<file path="src/rtl/core/cle_pkg.sv">
// cle_pkg: shared types and constants for the circular list engine.
// Used by cle_store, cle_alloc, cle_ctrl and circular_list_engine.
package cle_pkg;

   localparam int CLE_CAPACITY = 16;
   localparam int CLE_VALUE_W  = 32;

   typedef enum logic [1:0] {
      CMD_INS_FRONT = 2'd0,
      CMD_INS_BACK  = 2'd1,
      CMD_DELETE    = 2'd2,
      CMD_DUMP      = 2'd3
   } cmd_type;

   typedef enum logic [1:0] {
      ST_OK        = 2'd0,
      ST_EMPTY     = 2'd1,
      ST_NOT_FOUND = 2'd2,
      ST_FULL      = 2'd3
   } status_type;

   typedef enum logic [2:0] {
      S_IDLE,
      S_DECODE,
      S_INS_LINK,
      S_INS_TAIL,
      S_WALK_HEAD,
      S_DEL_CMP,
      S_DUMP
   } state_type;

endpackage

</file>
<file path="src/rtl/core/circular_list_engine.sv">
// circular_list_engine: top level of the circular linked list engine.
// Instantiates cle_ctrl, cle_store and cle_alloc; depends on cle_pkg.
//
// Usage:
//   A command word (req_command, req_data_value) is taken when start is high
//   and busy is low. Commands: insert front, insert back, delete first equal
//   value, dump. Each result word is on the rsp_ ports for one cycle with
//   rsp_strobe high; rsp_last_of_run marks the final word of a command.
//   The receiver cannot stall the block; words come whether taken or not.
// States walked after a command is taken; the result word is then registered:
//   insert into an empty list, full or empty-list status: S_DECODE.
//   insert into a non-empty list: S_DECODE, S_INS_LINK, S_INS_TAIL.
//   delete: S_DECODE, S_WALK_HEAD, then S_DEL_CMP for each entry compared.
//   dump: S_DECODE, S_WALK_HEAD, then S_DUMP gives one word per cycle.
// Throughput is one list entry per cycle, set by the single shared read port
// of the value and link memories; busy drops in the cycle of the last word,
// so the next command can be taken then.
// Reset (synchronous) empties the list: occupancy, count and tail are
// cleared; memory contents are left as they are.
module circular_list_engine #(
   parameter int CAPACITY = cle_pkg::CLE_CAPACITY
) (
   input  logic                                    clock,
   input  logic                                    reset,
   input  logic                                    start,
   output logic                                    busy,
   input  logic [1:0]                              req_command,
   input  logic signed [cle_pkg::CLE_VALUE_W-1:0]  req_data_value,
   output logic                                    rsp_strobe,
   output logic [1:0]                              rsp_status,
   output logic signed [cle_pkg::CLE_VALUE_W-1:0]  rsp_entry_value,
   output logic                                    rsp_last_of_run
);
   import cle_pkg::*;

   localparam int SW = (CAPACITY > 1) ? $clog2(CAPACITY) : 1;
   localparam int CW = $clog2(CAPACITY + 1);

   logic                   val_we;
   logic [SW-1:0]          val_waddr;
   logic [CLE_VALUE_W-1:0] val_wdata;
   logic                   link_we;
   logic [SW-1:0]          link_waddr;
   logic [SW-1:0]          link_wdata;
   logic [SW-1:0]          raddr;
   logic [CLE_VALUE_W-1:0] val_rdata;
   logic [SW-1:0]          link_rdata;
   logic                   use_set;
   logic                   use_clr;
   logic [SW-1:0]          use_slot;
   logic [SW-1:0]          free_slot;
   logic [CLE_VALUE_W-1:0] entry_value;

   cle_ctrl #(
      .CAPACITY (CAPACITY),
      .SW       (SW),
      .CW       (CW)
   ) u_ctrl (
      .clock           (clock),
      .reset           (reset),
      .start           (start),
      .busy            (busy),
      .cmd             (req_command),
      .data_value      (req_data_value),
      .val_we          (val_we),
      .val_waddr       (val_waddr),
      .val_wdata       (val_wdata),
      .link_we         (link_we),
      .link_waddr      (link_waddr),
      .link_wdata      (link_wdata),
      .raddr           (raddr),
      .val_rdata       (val_rdata),
      .link_rdata      (link_rdata),
      .use_set         (use_set),
      .use_clr         (use_clr),
      .use_slot        (use_slot),
      .free_slot       (free_slot),
      .rsp_strobe      (rsp_strobe),
      .rsp_status      (rsp_status),
      .rsp_entry_value (entry_value),
      .rsp_last_of_run (rsp_last_of_run)
   );

   cle_store #(
      .CAPACITY (CAPACITY),
      .SW       (SW)
   ) u_store (
      .clock      (clock),
      .val_we     (val_we),
      .val_waddr  (val_waddr),
      .val_wdata  (val_wdata),
      .link_we    (link_we),
      .link_waddr (link_waddr),
      .link_wdata (link_wdata),
      .raddr      (raddr),
      .val_rdata  (val_rdata),
      .link_rdata (link_rdata)
   );

   cle_alloc #(
      .CAPACITY (CAPACITY),
      .SW       (SW)
   ) u_alloc (
      .clock     (clock),
      .reset     (reset),
      .set_en    (use_set),
      .clr_en    (use_clr),
      .slot      (use_slot),
      .free_slot (free_slot)
   );

   assign rsp_entry_value = entry_value;

endmodule

</file>
<file path="src/rtl/core/cle_store.sv">
// cle_store: value and link memories, one write port each, shared read address.
// Read data is registered. Depends on cle_pkg.
module cle_store #(
   parameter int CAPACITY = cle_pkg::CLE_CAPACITY,
   parameter int SW       = (CAPACITY > 1) ? $clog2(CAPACITY) : 1
) (
   input  logic                               clock,
   input  logic                               val_we,
   input  logic [SW-1:0]                      val_waddr,
   input  logic [cle_pkg::CLE_VALUE_W-1:0]    val_wdata,
   input  logic                               link_we,
   input  logic [SW-1:0]                      link_waddr,
   input  logic [SW-1:0]                      link_wdata,
   input  logic [SW-1:0]                      raddr,
   output logic [cle_pkg::CLE_VALUE_W-1:0]    val_rdata,
   output logic [SW-1:0]                      link_rdata
);
   import cle_pkg::*;

   logic [CLE_VALUE_W-1:0] val_mem  [CAPACITY];
   logic [SW-1:0]          link_mem [CAPACITY];
   logic [CLE_VALUE_W-1:0] val_rdata_ff;
   logic [SW-1:0]          link_rdata_ff;

   always_ff @(posedge clock) begin
      if (val_we) begin
         val_mem[val_waddr] <= val_wdata;
      end
      val_rdata_ff <= val_mem[raddr];
   end

   always_ff @(posedge clock) begin
      if (link_we) begin
         link_mem[link_waddr] <= link_wdata;
      end
      link_rdata_ff <= link_mem[raddr];
   end

   assign val_rdata  = val_rdata_ff;
   assign link_rdata = link_rdata_ff;

endmodule

</file>
<file path="src/rtl/core/cle_alloc.sv">
// cle_alloc: slot occupancy bits and registered lowest-free-slot finder.
// Depends on cle_pkg.
module cle_alloc #(
   parameter int CAPACITY = cle_pkg::CLE_CAPACITY,
   parameter int SW       = (CAPACITY > 1) ? $clog2(CAPACITY) : 1
) (
   input  logic          clock,
   input  logic          reset,
   input  logic          set_en,
   input  logic          clr_en,
   input  logic [SW-1:0] slot,
   output logic [SW-1:0] free_slot
);
   import cle_pkg::*;

   logic [CAPACITY-1:0] in_use_ff;
   logic [CAPACITY-1:0] in_use_in;
   logic [SW-1:0]       free_ff;
   logic [SW-1:0]       free_in;

   always_comb begin
      in_use_in = in_use_ff;
      if (set_en) begin
         in_use_in[slot] = 1'b1;
      end else if (clr_en) begin
         in_use_in[slot] = 1'b0;
      end
   end

   always_comb begin
      free_in = '0;
      for (int i = CAPACITY - 1; i >= 0; i--) begin
         if (!in_use_ff[i]) begin
            free_in = SW'(i);
         end
      end
   end

   always_ff @(posedge clock) begin
      if (reset) begin
         in_use_ff <= '0;
         free_ff   <= '0;
      end else begin
         in_use_ff <= in_use_in;
         free_ff   <= free_in;
      end
   end

   assign free_slot = free_ff;

endmodule

</file>
<file path="src/rtl/core/cle_ctrl.sv">
// cle_ctrl: command sequencer; walks the list through the store's read port.
// Holds tail slot, entry count and the result word registers. Depends on cle_pkg.
module cle_ctrl #(
   parameter int CAPACITY = cle_pkg::CLE_CAPACITY,
   parameter int SW       = (CAPACITY > 1) ? $clog2(CAPACITY) : 1,
   parameter int CW       = $clog2(CAPACITY + 1)
) (
   input  logic                             clock,
   input  logic                             reset,
   input  logic                             start,
   output logic                             busy,
   input  logic [1:0]                       cmd,
   input  logic [cle_pkg::CLE_VALUE_W-1:0]  data_value,
   output logic                             val_we,
   output logic [SW-1:0]                    val_waddr,
   output logic [cle_pkg::CLE_VALUE_W-1:0]  val_wdata,
   output logic                             link_we,
   output logic [SW-1:0]                    link_waddr,
   output logic [SW-1:0]                    link_wdata,
   output logic [SW-1:0]                    raddr,
   input  logic [cle_pkg::CLE_VALUE_W-1:0]  val_rdata,
   input  logic [SW-1:0]                    link_rdata,
   output logic                             use_set,
   output logic                             use_clr,
   output logic [SW-1:0]                    use_slot,
   input  logic [SW-1:0]                    free_slot,
   output logic                             rsp_strobe,
   output logic [1:0]                       rsp_status,
   output logic [cle_pkg::CLE_VALUE_W-1:0]  rsp_entry_value,
   output logic                             rsp_last_of_run
);
   import cle_pkg::*;

   state_type              state_ff, state_in;
   cmd_type                cmd_ff, cmd_in;
   logic [CLE_VALUE_W-1:0] val_ff, val_in;
   logic [SW-1:0]          tail_ff, tail_in;
   logic [CW-1:0]          count_ff, count_in;
   logic [SW-1:0]          prev_ff, prev_in;
   logic [SW-1:0]          cur_ff, cur_in;
   logic [CW-1:0]          idx_ff, idx_in;
   logic                   strobe_ff, strobe_in;
   status_type             status_ff, status_in;
   logic [CLE_VALUE_W-1:0] entry_ff, entry_in;
   logic                   last_ff, last_in;
   logic                   at_end;

   assign at_end = (CW'(idx_ff + 1'b1) == count_ff);

   always_ff @(posedge clock) begin
      if (reset) begin
         state_ff  <= S_IDLE;
         tail_ff   <= '0;
         count_ff  <= '0;
         strobe_ff <= 1'b0;
      end else begin
         state_ff  <= state_in;
         tail_ff   <= tail_in;
         count_ff  <= count_in;
         strobe_ff <= strobe_in;
      end
   end

   always_ff @(posedge clock) begin
      cmd_ff    <= cmd_in;
      val_ff    <= val_in;
      prev_ff   <= prev_in;
      cur_ff    <= cur_in;
      idx_ff    <= idx_in;
      status_ff <= status_in;
      entry_ff  <= entry_in;
      last_ff   <= last_in;
   end

   always_comb begin
      state_in   = state_ff;
      cmd_in     = cmd_ff;
      val_in     = val_ff;
      tail_in    = tail_ff;
      count_in   = count_ff;
      prev_in    = prev_ff;
      cur_in     = cur_ff;
      idx_in     = idx_ff;
      strobe_in  = 1'b0;
      status_in  = ST_OK;
      entry_in   = '0;
      last_in    = 1'b1;
      val_we     = 1'b0;
      val_waddr  = free_slot;
      val_wdata  = val_ff;
      link_we    = 1'b0;
      link_waddr = free_slot;
      link_wdata = free_slot;
      raddr      = tail_ff;
      use_set    = 1'b0;
      use_clr    = 1'b0;
      use_slot   = free_slot;

      unique case (state_ff)
         S_IDLE: begin
            if (start) begin
               cmd_in   = cmd_type'(cmd);
               val_in   = data_value;
               state_in = S_DECODE;
            end
         end

         S_DECODE: begin
            prev_in = tail_ff;
            unique case (cmd_ff)
               CMD_INS_FRONT, CMD_INS_BACK: begin
                  if (count_ff == CW'(CAPACITY)) begin
                     strobe_in = 1'b1;
                     status_in = ST_FULL;
                     state_in  = S_IDLE;
                  end else if (count_ff == '0) begin
                     val_we    = 1'b1;
                     link_we   = 1'b1;
                     use_set   = 1'b1;
                     tail_in   = free_slot;
                     count_in  = CW'(count_ff + 1'b1);
                     strobe_in = 1'b1;
                     state_in  = S_IDLE;
                  end else begin
                     state_in = S_INS_LINK;
                  end
               end
               CMD_DELETE, CMD_DUMP: begin
                  if (count_ff == '0) begin
                     strobe_in = 1'b1;
                     status_in = ST_EMPTY;
                     state_in  = S_IDLE;
                  end else begin
                     state_in = S_WALK_HEAD;
                  end
               end
               default: state_in = S_IDLE;
            endcase
         end

         // new entry links to the current front
         S_INS_LINK: begin
            val_we     = 1'b1;
            link_we    = 1'b1;
            link_wdata = link_rdata;
            state_in   = S_INS_TAIL;
         end

         S_INS_TAIL: begin
            link_we    = 1'b1;
            link_waddr = tail_ff;
            link_wdata = free_slot;
            use_set    = 1'b1;
            if (cmd_ff == CMD_INS_BACK) begin
               tail_in = free_slot;
            end
            count_in  = CW'(count_ff + 1'b1);
            strobe_in = 1'b1;
            state_in  = S_IDLE;
         end

         S_WALK_HEAD: begin
            raddr  = link_rdata;
            cur_in = link_rdata;
            idx_in = '0;
            if (cmd_ff == CMD_DUMP) begin
               state_in = S_DUMP;
            end else begin
               state_in = S_DEL_CMP;
            end
         end

         S_DEL_CMP: begin
            raddr = link_rdata;
            if (val_rdata == val_ff) begin
               use_clr  = 1'b1;
               use_slot = cur_ff;
               if (count_ff == CW'(1)) begin
                  count_in = '0;
               end else begin
                  link_we    = 1'b1;
                  link_waddr = prev_ff;
                  link_wdata = link_rdata;
                  if (cur_ff == tail_ff) begin
                     tail_in = prev_ff;
                  end
                  count_in = CW'(count_ff - 1'b1);
               end
               strobe_in = 1'b1;
               state_in  = S_IDLE;
            end else if (at_end) begin
               strobe_in = 1'b1;
               status_in = ST_NOT_FOUND;
               state_in  = S_IDLE;
            end else begin
               prev_in = cur_ff;
               cur_in  = link_rdata;
               idx_in  = CW'(idx_ff + 1'b1);
            end
         end

         S_DUMP: begin
            raddr     = link_rdata;
            strobe_in = 1'b1;
            entry_in  = val_rdata;
            last_in   = at_end;
            idx_in    = CW'(idx_ff + 1'b1);
            if (at_end) begin
               state_in = S_IDLE;
            end
         end

         default: state_in = S_IDLE;
      endcase
   end

   assign busy            = (state_ff != S_IDLE);
   assign rsp_strobe      = strobe_ff;
   assign rsp_status      = status_ff;
   assign rsp_entry_value = entry_ff;
   assign rsp_last_of_run = last_ff;

endmodule

</file>
<file path="config.mk">
export PLATFORM = sky130hd
export DESIGN_NAME = circular_list_engine
export DESIGN_NICKNAME = d
export VERILOG_FILES = /design/src/rtl/core/cle_pkg.sv /design/src/rtl/core/circular_list_engine.sv /design/src/rtl/core/cle_store.sv /design/src/rtl/core/cle_alloc.sv /design/src/rtl/core/cle_ctrl.sv
export SDC_FILE = /design/constraint.sdc
export NUM_CORES = 1
export LEC_CHECK = 0
export ABC_CLOCK_PERIOD_IN_PS = 4900
export BUFFER_PORTS_ARGS = -buffer_cell sky130_fd_sc_hd__clkbuf_2
export CAP_MARGIN = 20
export CORE_AREA = 2 2 235 294
export CTS_CLUSTER_DIAMETER = 60
export CTS_CLUSTER_SIZE = 30
export DETAILED_ROUTE_END_ITERATION = 10
export DIE_AREA = 0 0 237 296
export GPL_ROUTABILITY_DRIVEN = 1
export GPL_TIMING_DRIVEN = 1
export PLACE_DENSITY_LB_ADDON = 0.25
export SETUP_SLACK_MARGIN = 0.1
export SLEW_MARGIN = 25
export SYNTH_ARGS = -nofsm -noshare
export SYNTH_HDL_FRONTEND = slang
export SYNTH_SLANG_ARGS = --single-unit
</file>
<file path="constraint.sdc">
create_clock -name clock -period 4.9 [get_ports clock]
set_input_delay 0.98 -clock clock [delete_from_list [all_inputs] [get_ports clock]]
set_output_delay 0.98 -clock clock [all_outputs]
set_load 0.01 [all_outputs]
</file>
==> results.txt, run 1 <==
antenna violations before repair -> 0
Post-synth EDFFs -> 623
CTS tree -> built
CP cell instances -> a21boi_4 > mux2i_4 > buf_12 > mux4_2 > and2_1 > a211oi_1 > a31oi_1
combinational power share -> 0.047
clk_skew -> 41.6 ps
CTS max path bufs -> 3
measured slew at the worst slew-check pin -> 904 ps
Final Instance Area -> 0.0313 mm²
Clk pwr share -> 0.350
ys async rst share -> 0
die height -> 296 µm
most common cell after layout, fill and taps aside -> edfxtp_1
Tmin final -> 3730 ps
core area -> 0.0676 mm²
worst min path class -> flop to flop
Worst Setup SP -> u_ctrl.state_ff[2]
Crit Path Max Fanout -> 43
final setup fails -> 0
drt total wl -> 63100 µm
Final Hold Viols -> 0
slowest cell on the critical path -> dfxtp_1
Yosys cell types -> 58
drt first-iter violations -> 1171
first-pass GRT wire length -> 94600 µm
status -> completed
antenna violation net count after detailed routing -> 0
ratio of cells with drive above 1 in the final layout -> 0.233
grt ovf -> 0
RR Startpoint -> u_ctrl.state_ff[2]
Critical Path Sink Type -> flop
worst rel slew slack -> 0.396
sw frac -> 0.238
Avg Vias per Cell -> 5.58
first-pass iteration count of the detailed router -> 5
syn_area_per_cell -> 18.3 µm²
CP arrival -> 4190 ps
CP max stage delay -> 770 ps
ant diodes -> 0
CTS root buf -> clkbuf_16
Starting Density -> 0.415
I/O Buffers -> 73
die span in x -> 237 µm
predominant post-synthesis flop cell -> edfxtp_1
Setup crit start kind -> flop
# DRC -> 0
via count -> 14.1k
RSZ-0062 raised after global routing -> no
worst vdd ir -> 0.267 mV
vias in the first global route -> 14.5k
Die Footprint -> 0.0702 mm²
Worst Hold Depth -> 2
GRT Total Usage -> 0.183
NetSw -> 0.00275 W
Final Slew Violations -> 0
Int Power -> 0.00880 W
count of state elements after synthesis -> 727
sequential area share after synthesis -> 0.741
setup bufs post-CTS -> 0
cts bufs inserted -> 41
worst reg2reg endpoint -> u_store.val_rdata[4]
IO Count -> 74
most frequent cells in the layout -> 623 x edfxtp_1, 144 x mux4_2, 127 x nand2_1
pin count of the biggest net entering global routing -> 73
Post-CTS Resized -> 0
PwrDens -> 369 mW/mm²
Area after DPL -> 0.0298 mm²
final setup TNS -> 0 ps
R2R cell count -> 7
Syn Inst Count -> 1534
CTS H-Tree Depth -> 2
Routability Congestion -> 0.852
drt wl/cell -> 25.0 µm
Worst EP required -> 5370 ps
leakage power -> 10.2 nW
Syn. warnings -> 0
Worst Setup EP -> u_store.val_rdata[4]
Seq pwr share -> 0.602
Max-Cap Viols -> 0
Max Clk Rate -> 268 MHz
Clk Latency, worst-skew pair -> 610 ps
Worst-path clk slew -> 100 ps
Synth Cell Area -> 0.0281 mm²
Crit Path Class -> flop to flop
Synthesized Nets -> 1576
clk sinks -> 727
Hold-fix buffers, CTS -> 0
number of placement rows -> 107
r2r setup slk -> 1170 ps
period utilisation layout -> 0.760
synthesis-to-finish area growth -> 11.6%
nets -> 1665
detailed placer's ending HPWL -> 36900 µm
-- cell usage after synthesis (3+ instances only) --
cell type	number	area, µm²
clkbuf_1	38	143
nor4_4	7	149
dfxtp_1	104	2080
a21o_1	6	45.0
or3_1	6	37.5
xor2_1	38	333
mux2_2	7	78.8
inv_1	14	52.6
ha_1	5	62.6
a211oi_1	48	360
a21boi_0	3	22.5
o21ai_0	17	85.1
edfxtp_1	623	18700
a31oi_1	39	244
xnor2_1	9	78.8
a21oi_1	30	150
nor3_1	11	55.1
nand4_1	6	37.5
buf_6	3	33.8
buf_2	25	125
mux4_2	144	3240
nor2_1	51	191
and2_1	69	432
nand2_1	127	477
and3_1	4	25.0
a41oi_1	3	26.3
nor2b_1	3	18.8
nand3_1	11	55.1
nor4_1	3	18.8
buf_4	6	45.0
nand2b_1	24	150
o211ai_1	3	22.5
mux2i_1	16	160
-- area by class of cell --
cell class	instances	area (µm²)
clock buffers	43	1050
multi-input cells	719	7030
fillers	5647	36300
clock inverters	32	447
flip-flops and latches	727	20800
repair buffers	120	846
inverters	14	52.6
well taps	872	1090
-- worst max-delay path, delay by kind of cell (launching register included) --
kind / cells / cell delay (ps)
buffers and inverters: 1 / 400
and+or+nand+nor: 1 / 170
AOI/OAI and AO/OA: 3 / 970
DFF: 1 / 770
muxes: 2 / 1200
-- stage by stage --
stage / setup WS (ps) / total power, W / util / hold slack (ps) / cells
detailed placement: 1190 / 0.00766 / 0.440 / 482 / 2451
CTS: 1160 / 0.0117 / 0.463 / 502 / 2526
finish: 1170 / 0.0115 / 0.463 / 497 / 2527
global route: 1020 / 0.0119 / 0.463 / 516 / 2527
global placement: 1140 / 0.00765 / 0.440 / 473 / 2450
floorplan: 612 / 0.00740 / - / 426 / 1534
-- registers in the layout, summed over array words and instances (netlist names), named ones only --
name / cells
u_ctrl.rsp_strobe: 1
u_ctrl.tail_ff: 4
u_alloc.free_slot: 4
u_ctrl.cmd_ff: 2
u_ctrl.cur_ff: 4
u_ctrl.rsp_last_of_run: 1
u_ctrl.rsp_status: 2
u_ctrl.prev_ff: 4
u_ctrl.val_wdata: 32
u_ctrl.rsp_entry_value: 32
u_ctrl.count_ff: 5
u_ctrl.state_ff: 3
u_store.val_mem: 512
u_store.link_mem: 64
u_store.val_rdata: 32
u_store.link_rdata: 4
u_ctrl.idx_ff: 5
-- metal layers --
layer,GRT usage,routed length (µm)
met1,0.240,26400
met2,0.315,32200
met3,0.0258,2830
met4,0.0590,1680
met5,0,0
-- power groups by stage --
stage               Clock [W]  Sequential, W  Combinational [W]
CTS                   0.00415        0.00696           0.000561
global route          0.00436        0.00697           0.000589
global placement            0        0.00709           0.000555
finish                0.00404        0.00696           0.000548
floorplan                   0        0.00705           0.000356
detailed placement          0        0.00710           0.000559
-- worst min-delay path by stage --
stage | startpoint | end | slack [ps]
2_1_floorplan | u_store.link_rdata[0] | u_ctrl.cur_ff[0] | 430
3_3_place_gp | flop | flop | 470
3_5_place_dp | flop | u_alloc.free_slot[1] | 480
4_1_cts | flop | u_alloc.free_slot[1] | 500
5_1_grt | req_data_value[15] | u_ctrl.val_wdata[15] | 520
6_report | flop | u_alloc.free_slot[1] | 500
-- kinds of logic after synthesis --
logic type | Yosys count | synth area share
AND/OR/NAND/NOR | 338 | 0.0653
AO/OA/AOI/OAI | 162 | 0.0382
XOR/XNOR | 47 | 0.0147
buffers and inverters | 88 | 0.0145
flip-flops | 727 | 0.741
multiplexers | 167 | 0.124
adder cells (fa/ha/maj) | 5 | 0.00223
Power figures use the tool's default switching activity.
==> inputs of run 2 (changes only) <==
--- a/config.mk
+++ b/config.mk
@@ -5,14 +5,15 @@
 export SDC_FILE = /design/constraint.sdc
 export NUM_CORES = 1
 export LEC_CHECK = 0
-export ABC_CLOCK_PERIOD_IN_PS = 4900
+export ABC_AREA = 1
+export ABC_CLOCK_PERIOD_IN_PS = 3300
 export BUFFER_PORTS_ARGS = -buffer_cell sky130_fd_sc_hd__clkbuf_2
 export CAP_MARGIN = 20
-export CORE_AREA = 2 2 235 294
+export CORE_AREA = 2 2 236 296
 export CTS_CLUSTER_DIAMETER = 60
 export CTS_CLUSTER_SIZE = 30
 export DETAILED_ROUTE_END_ITERATION = 10
-export DIE_AREA = 0 0 237 296
+export DIE_AREA = 0 0 238 298
 export GPL_ROUTABILITY_DRIVEN = 1
 export GPL_TIMING_DRIVEN = 1
 export PLACE_DENSITY_LB_ADDON = 0.25
==> constraint.sdc (replaced) <==
create_clock -name clock -period 3.3 [get_ports clock]
set_input_delay 0.66 -clock clock [delete_from_list [all_inputs] [get_ports clock]]
set_output_delay 0.66 -clock clock [all_outputs]
set_load 0.01 [all_outputs]
==> run 2 against run 1 <==
Register-to-register slack got worse by 860 ps; sequential share of layout area fell by 1.3 points; sequential power rose by 51%; die area rose by 1.1%; area after synthesis rose by 1.3%; power rose by 65%; largest power group unchanged; worst setup slack got worse by 860 ps; final area rose by 2.0%; synthesized cell count rose by 48%; critical path type unchanged; non-clock buffer count rose by 37.
==> results.txt, run 2 <==
Worst EP required -> 3560 ps (-1810 ps)
top cell type's share of synthesized area -> 0.658 (-0.00851)
Simple-Gate Fraction of Synth Area -> 0.103 (+0.0382)
worst reg2reg endpoint -> u_store.link_mem[10][1]
adder-cell share of the synthesized area -> 0.00220 (-0.0000285)
antenna violations before repair -> 1 (+1)
most common cell in the netlist -> edfxtp_1
clk sinks -> 727 (unchanged)
IO Count -> 74 (unchanged)
Clk Latency, worst-skew pair -> 620 ps (about the same)
R2R cell count -> 13 (+6)
Tmin final -> 2990 ps (-736 ps)
Worst-path clk slew -> 100 ps (about the same)
detailed placer's ending HPWL -> 41200 µm (+12%)
Hold-fix buffers, CTS -> 0 (unchanged)
via count -> 18.5k (+31%)
top register by number of flip-flops -> u_store.val_mem
first-pass iteration count of the detailed router -> 6 (+1)
grt ovf -> 0 (unchanged)
Crit Path Class -> flop to flop
Area after DPL -> 0.0304 mm² (+2.2%)
Yosys cell types -> 42 (-28%)
post-synthesis mux area share -> 0 (-0.124)
Area contributors post-synth -> edfxtp_1 66%, dfxtp_1 7.3%, nor2_1 5.5%
CTS root buf -> clkbuf_16
CTS max path bufs -> 3 (unchanged)
final setup fails -> 0 (unchanged)
Syn. warnings -> 0 (unchanged)
r2r setup slk -> 310 ps (-860 ps)
Syn Inst Count -> 2263 (+48%)
Max Clk Rate -> 335 MHz (+25%)
PwrDens -> 597 mW/mm² (+62%)
predominant post-synthesis flop cell -> edfxtp_1
number of placement rows -> 107 (unchanged)
most common cell after layout, fill and taps aside -> edfxtp_1
worst min path class -> input pin to flop
worst rel slew slack -> 0.332 (-0.0641)
min setup slack post-route -> 311 ps (-864 ps)
max FFs per register -> 512 (unchanged)
CTS tree -> built
Synth Cell Area -> 0.0284 mm² (+1.3%)
Setup crit start kind -> flop
drt wl/cell -> 23.1 µm (-7.7%)
Post-synth EDFFs -> 623 (unchanged)
drt first-iter violations -> 1893 (+62%)
most frequent cells in the layout -> 623 x edfxtp_1, 399 x nor2_1, 246 x o21ai_0
syn_area_per_cell -> 12.6 µm² (-31%)
Yosys top cell by area -> edfxtp_1
Multi-input gate area -> 0.00680 mm² (-3.3%)
Final Instance Area -> 0.0319 mm² (+2.0%)
Starting Density -> 0.418 (+0.00288)
Register Area -> 0.0208 mm² (unchanged)
sequential area share after synthesis -> 0.732 (-0.00946)
RSZ-0062 raised after global routing -> yes
status -> completed
Avg Vias per Cell -> 5.69 (+2.1%)
# placed instances -> 3164 (+29%)
synth cell count leaders -> 623 x edfxtp_1, 414 x nor2_1, 246 x o21ai_0, 188 x nand2_1, 104 x dfxtp_1
count of state elements after synthesis -> 727 (unchanged)
worst vdd ir -> 0.315 mV (+18%)
ratio of cells with drive above 1 in the final layout -> 0.123 (-0.109)
worst hold start -> req_data_value[9]
pre-CTS WS -> 207 ps (-987 ps)
cts bufs inserted -> 41 (unchanged)
Util after Layout -> 0.470 (+0.00648)
Routability Congestion -> 0.904 (+6.1%)
largest family of logic cells by synthesized area -> compound AO/OA/AOI/OAI gates
clk_skew -> 46.2 ps (+4.56 ps)
fin cells -> 3242 (+28%)
die height -> 298 µm (+0.68%)
Max-Cap Viols -> 0 (unchanged)
Die Footprint -> 0.0709 mm² (+1.1%)
fill cell count -> 5997 (+6.2%)
Synthesized Nets -> 2305 (+46%)
synthesis-to-finish area growth -> 12.4%
ys async rst share -> 0 (unchanged)
Final Hold Viols -> 0 (unchanged)
Worst Hold Depth -> 1 (-1)
GRT Total Usage -> 0.208 (+0.0253)
Crit Path Max Fanout -> 7 (-84%)
CP arrival -> 3250 ps (-940 ps)
Critical Path Sink Type -> flop
ant diodes -> 0 (unchanged)
antenna violation net count after detailed routing -> 0 (unchanged)
drt total wl -> 74800 µm (+18%)
period utilisation layout -> 0.906 (+0.146)
first-pass GRT wire length -> 111000 µm (+17%)
Synth Area in XOR/XNOR -> 0.0105 (-0.00419)
Synth Area in Compound Gates -> 0.118 (+0.0798)
vias in the first global route -> 18.1k (+25%)
hold endpoint -> u_ctrl.val_wdata[9]
Final Slew Violations -> 0 (unchanged)
nets -> 2379 (+43%)
RR Startpoint -> u_ctrl.val_wdata[3]
core area -> 0.0680 mm² (+0.59%)
die span in x -> 238 µm (+0.42%)
# DRC -> 0 (unchanged)
measured slew at the worst slew-check pin -> 1000 ps (+98.2 ps)
Largest regs -> u_store.val_mem: 512 flops, u_store.link_mem: 64 flops
CTS H-Tree Depth -> 2 (unchanged)
I/O Buffers -> 73 (unchanged)
pin count of the biggest net entering global routing -> 197 (+170%)
leakage power -> 10.7 nW (+4.4%)
[run 2: cell types whose count changed after synthesis, sizes merged, moves of 47 or more]
cell / before / now
inv: 14 / 101
and2: 70 / 0
nor2: 52 / 424
a211oi: 48 / 1
nand2: 127 / 193
o221ai: 1 / 100
nand3: 11 / 79
mux4: 144 / 0
o21ai: 18 / 321
[run 2: where the power goes]
group          internal [W]  total (W)  switching, W
Clock               0.00277    0.00603       0.00326
Combinational      0.000779    0.00250       0.00172
Sequential           0.0103     0.0105      0.000239
Total                0.0139     0.0191       0.00522
[run 2: critical path, stage by stage, from the launching register on]
cell	delay, ps
edfxtp_1	440
xnor2_1	370
nand2_1	100
nor2_1	120
nand2_1	100
nor2_4	240
nand2_1	190
nor2_4	170
inv_2	80
nand3_1	100
nand3b_1	130
nor2_1	150
nand2_1	160
nor2_1	290
[run 2: how the worst max path moves through the flow]
stage / start / cells after the start / to / slack (ps)
final: u_ctrl.val_wdata[3] / 13 / u_store.link_mem[10][1] / 310
after global placement: u_ctrl.val_wdata[16] / 13 / u_store.link_mem[0][0] / 320
after global routing: u_ctrl.val_wdata[10] / 13 / u_store.link_mem[7][2] / 90
after detailed placement: u_ctrl.val_wdata[16] / 13 / u_store.link_mem[0][3] / 210
after CTS: u_ctrl.val_wdata[16] / 13 / u_store.link_mem[0][2] / 160
after floorplan: u_ctrl.count_ff[2] / 10 / u_store.val_mem[10][0] / -460
[run 2: final cells by class]
class / instances / area share
clock buffers: 47 / 0.0345
clock inverters: 29 / 0.0123
inverters: 105 / 0.0127
multi-input cells: 1305 / 0.213
flip-flops and latches: 727 / 0.651
well taps: 872 / 0.0342
repair buffers: 157 / 0.0425
[run 2: per-layer routing]
metal / GRT usage / part of all wire / vias up
li1: - / - / 8403
met1: 0.278 / 0.42 / 9311
met2: 0.360 / 0.50 / 639
met3: 0.0220 / 0.050 / 106
met4: 0.0582 / 0.025 / 0
met5: 0 / 0 / -
[run 2: what timing repair did]
action	CTS	global route
resized for setup	0	2
setup buffers	0	2
endpoints found under the setup margin	0	64
[run 2: logic make-up (layout without fill, tap and decap cells)]
kind of cell    count (synthesis)  in the layout
xor+xnor                       34             34
simple gates                  717            717
buf+inv                       231            338
flops                         727            727
compound gates                549            549
fa+ha+maj                       5              5
[run 2: metrics by stage]
stage / setup TNS [ps] / power, W / hold slack [ps]
floorplan: -29400 / 0.0123 / 421
global placement: 0 / 0.0132 / 435
detailed placement: 0 / 0.0132 / 435
CTS: 0 / 0.0192 / 192
global route: 0 / 0.0198 / 203
finish: 0 / 0.0191 / 222
==> inputs of run 3 (changes only) <==
--- a/config.mk
+++ b/config.mk
@@ -5,15 +5,15 @@
 export SDC_FILE = /design/constraint.sdc
 export NUM_CORES = 1
 export LEC_CHECK = 0
-export ABC_AREA = 1
+export ABC_AREA = 0
 export ABC_CLOCK_PERIOD_IN_PS = 3300
 export BUFFER_PORTS_ARGS = -buffer_cell sky130_fd_sc_hd__clkbuf_2
 export CAP_MARGIN = 20
-export CORE_AREA = 2 2 236 296
+export CORE_AREA = 2 2 235 294
 export CTS_CLUSTER_DIAMETER = 60
 export CTS_CLUSTER_SIZE = 30
 export DETAILED_ROUTE_END_ITERATION = 10
-export DIE_AREA = 0 0 238 298
+export DIE_AREA = 0 0 237 296
 export GPL_ROUTABILITY_DRIVEN = 1
 export GPL_TIMING_DRIVEN = 1
 export PLACE_DENSITY_LB_ADDON = 0.25
==> run 3 against run 2 <==
Die area shrank 1.1%; sequential share of layout area fell by 0.066 points; non-clock buffer count grew 16; sequential power barely moved; first-iteration DRC count down 40%; sequential cell count unchanged; combinational power shrank 61%; highest routed layer unchanged.
==> results.txt, run 3 (synthesis results as in run 1) <==
ant diodes -> 0 (unchanged)
via count -> 14.3k (-22%)
Worst EP required -> 3580 ps (+20 ps)
die height -> 296 µm (-0.67%)
Clk pwr share -> 0.346 (+0.030)
antenna violations before repair -> 0 (-1)
Final Slew Violations -> 0 (unchanged)
r2r setup slk -> 190 ps (-120 ps)
critical path buffer and inverter count -> 2 (+1)
Crit Path Class -> flop to flop
Worst Setup EP -> u_store.link_mem[4][1]
drt first-iter violations -> 1141 (-40%)
IO Count -> 74 (unchanged)
Max-Cap Viols -> 0 (unchanged)
Starting Density -> 0.415 (-0.00288)
Worst Setup SP -> u_ctrl.val_wdata[10]
Seq pwr share -> 0.597 (+0.044)
cts bufs inserted -> 41 (unchanged)
first-pass GRT wire length -> 99100 µm (-11%)
clk sinks -> 727 (unchanged)
drt total wl -> 67900 µm (-9.2%)
pre-CTS WS -> 89.0 ps (-118 ps)
sw frac -> 0.234 (-0.0399)
I/O Buffers -> 73 (unchanged)
Routability Congestion -> 0.855 (-5.5%)
most frequent cells in the layout -> 623 x edfxtp_1, 144 x mux4_2, 127 x nand2_1
CTS max path bufs -> 3 (unchanged)
slowest cell on the critical path -> or3_1
most common cell after layout, fill and taps aside -> edfxtp_1
NetSw -> 0.00400 W (-23%)
core area -> 0.0676 mm² (-0.59%)
clk_skew -> 43.8 ps (-2.42 ps)
Util after Layout -> 0.473 (+0.00327)
RSZ-0062 raised after global routing -> yes
fill cell count -> 5622 (-6.3%)
Area after DPL -> 0.0304 mm² (about the same)
number of placement rows -> 107 (unchanged)
drt wl/cell -> 26.3 µm (+14%)
CP cell instances -> xor2_1 > buf_4 > nor4_4 > buf_4 > and4_1 > and3_1 > o21ai_1 > or3_1 > nor2_1
Int Power -> 0.0131 W (-5.2%)
Crit Path Max Fanout -> 5 (-2)
RR Startpoint -> u_ctrl.val_wdata[10]
detailed placer's ending HPWL -> 39400 µm (-4.2%)
worst rel slew slack -> 0.419 (+0.0871)
worst reg2reg endpoint -> u_store.link_mem[4][1]
Critical Path Sink Type -> flop
first-pass iteration count of the detailed router -> 5 (-1)
Avg Vias per Cell -> 5.55 (-2.5%)
ratio of cells with drive above 1 in the final layout -> 0.258 (+0.135)
grt ovf -> 0 (unchanged)
Die Footprint -> 0.0702 mm² (-1.1%)
Final Hold Viols -> 0 (unchanged)
vias in the first global route -> 14.7k (-19%)
measured slew at the worst slew-check pin -> 863 ps (-139 ps)
PwrDens -> 536 mW/mm² (-10%)
final setup TNS -> 0 ps (unchanged)
final setup fails -> 0 (unchanged)
worst min path class -> input pin to flop
Max Clk Rate -> 322 MHz (-3.9%)
min setup slack post-route -> 190 ps (-121 ps)
CP arrival -> 3400 ps (+150 ps)
R2R cell count -> 9 (-4)
cell family with most CP delay -> simple AND/OR/NAND/NOR gates
antenna violation net count after detailed routing -> 0 (unchanged)
nets -> 1718 (-28%)
worst vdd ir -> 0.395 mV (+26%)
Worst-path clk slew -> 110 ps (about the same)
max FFs per register -> 512 (unchanged)
# DRC -> 0 (unchanged)
tightest hold margin -> 213 ps (-8.68 ps)
pin count of the biggest net entering global routing -> 46 (-77%)
CTS root buf -> clkbuf_16
CTS H-Tree Depth -> 2 (unchanged)
Final Instance Area -> 0.0320 mm² (+0.10%)
top register by number of flip-flops -> u_store.val_mem
Setup crit start kind -> flop
combinational power share -> 0.056 (-0.075)
Crit path top cell by count -> buf_4
period utilisation layout -> 0.943 (+0.0367)
synthesis-to-finish area growth -> 13.9%
Tmin final -> 3110 ps (+121 ps)
CTS tree -> built
Largest regs -> u_store.val_mem: 512 flops, u_store.link_mem: 64 flops
status -> completed
die span in x -> 237 µm (-0.42%)
Clk Latency, worst-skew pair -> 620 ps (about the same)
Crit path depth -> 9 (-4)
CP max stage delay -> 520 ps (+80 ps)
leakage power -> 10.5 nW (-1.5%)
GRT Total Usage -> 0.196 (-0.0122)
==> run 3: area by class of cell <==
class                           instances  area [µm²]  area share
Clock buffer                           46        1090      0.0340
Tap cell                              872        1090      0.0341
Sequential cell                       727       20800       0.650
Timing Repair Buffer                  173        1490      0.0467
Multi-Input combinational cell        719        7070       0.221
Inverter                               14        52.6     0.00164
Clock inverter                         30         383      0.0120
==> run 3: per-layer routing <==
metal,track usage,up-vias,routed length [µm]
li1,-,6325,-
met1,0.256,7509,28300
met5,0,-,0
met4,0.0685,0,2110
met2,0.339,407,34300
met3,0.0245,91,3230
==> run 3: how the worst min path moves through the flow <==
stage                          startpoint                         end  slack [ps]  cells past startpoint
finish                 req_data_value[21]        u_ctrl.val_wdata[21]         210                      1
global placement    u_store.val_rdata[26]  u_ctrl.rsp_entry_value[26]         480                      1
CTS                    req_data_value[21]        u_ctrl.val_wdata[21]         190                      1
floorplan           u_store.link_rdata[0]            u_ctrl.cur_ff[0]         430                      0
detailed placement                   flop                        flop         480                      2
global route           req_data_value[21]        u_ctrl.val_wdata[21]         200                      1
==> run 3: power groups by stage <==
stage	logic [W]	registers, W	clock network, W
detailed placement	0.000967	0.0104	0
global route	0.00103	0.0103	0.00637
CTS	0.000973	0.0102	0.00608
finish	0.000966	0.0102	0.00593
global placement	0.000958	0.0104	0
floorplan	0.000529	0.0105	0
==> run 3: repair_timing <==
item	4_1_cts	5_1_grt
gates cloned	0	0
buffers inserted	1	3
hold buffers	0	0
pin swaps	1	0
gates resized for setup	1	6
endpoints found under the setup margin	36	52
==> run 3: metrics by stage <==
stage | std cells | total power [W]
after floorplan | 1534 | 0.0110
after global placement | 2501 | 0.0114
after detailed placement | 2501 | 0.0114
after CTS | 2578 | 0.0173
after global routing | 2581 | 0.0177
final | 2581 | 0.0171
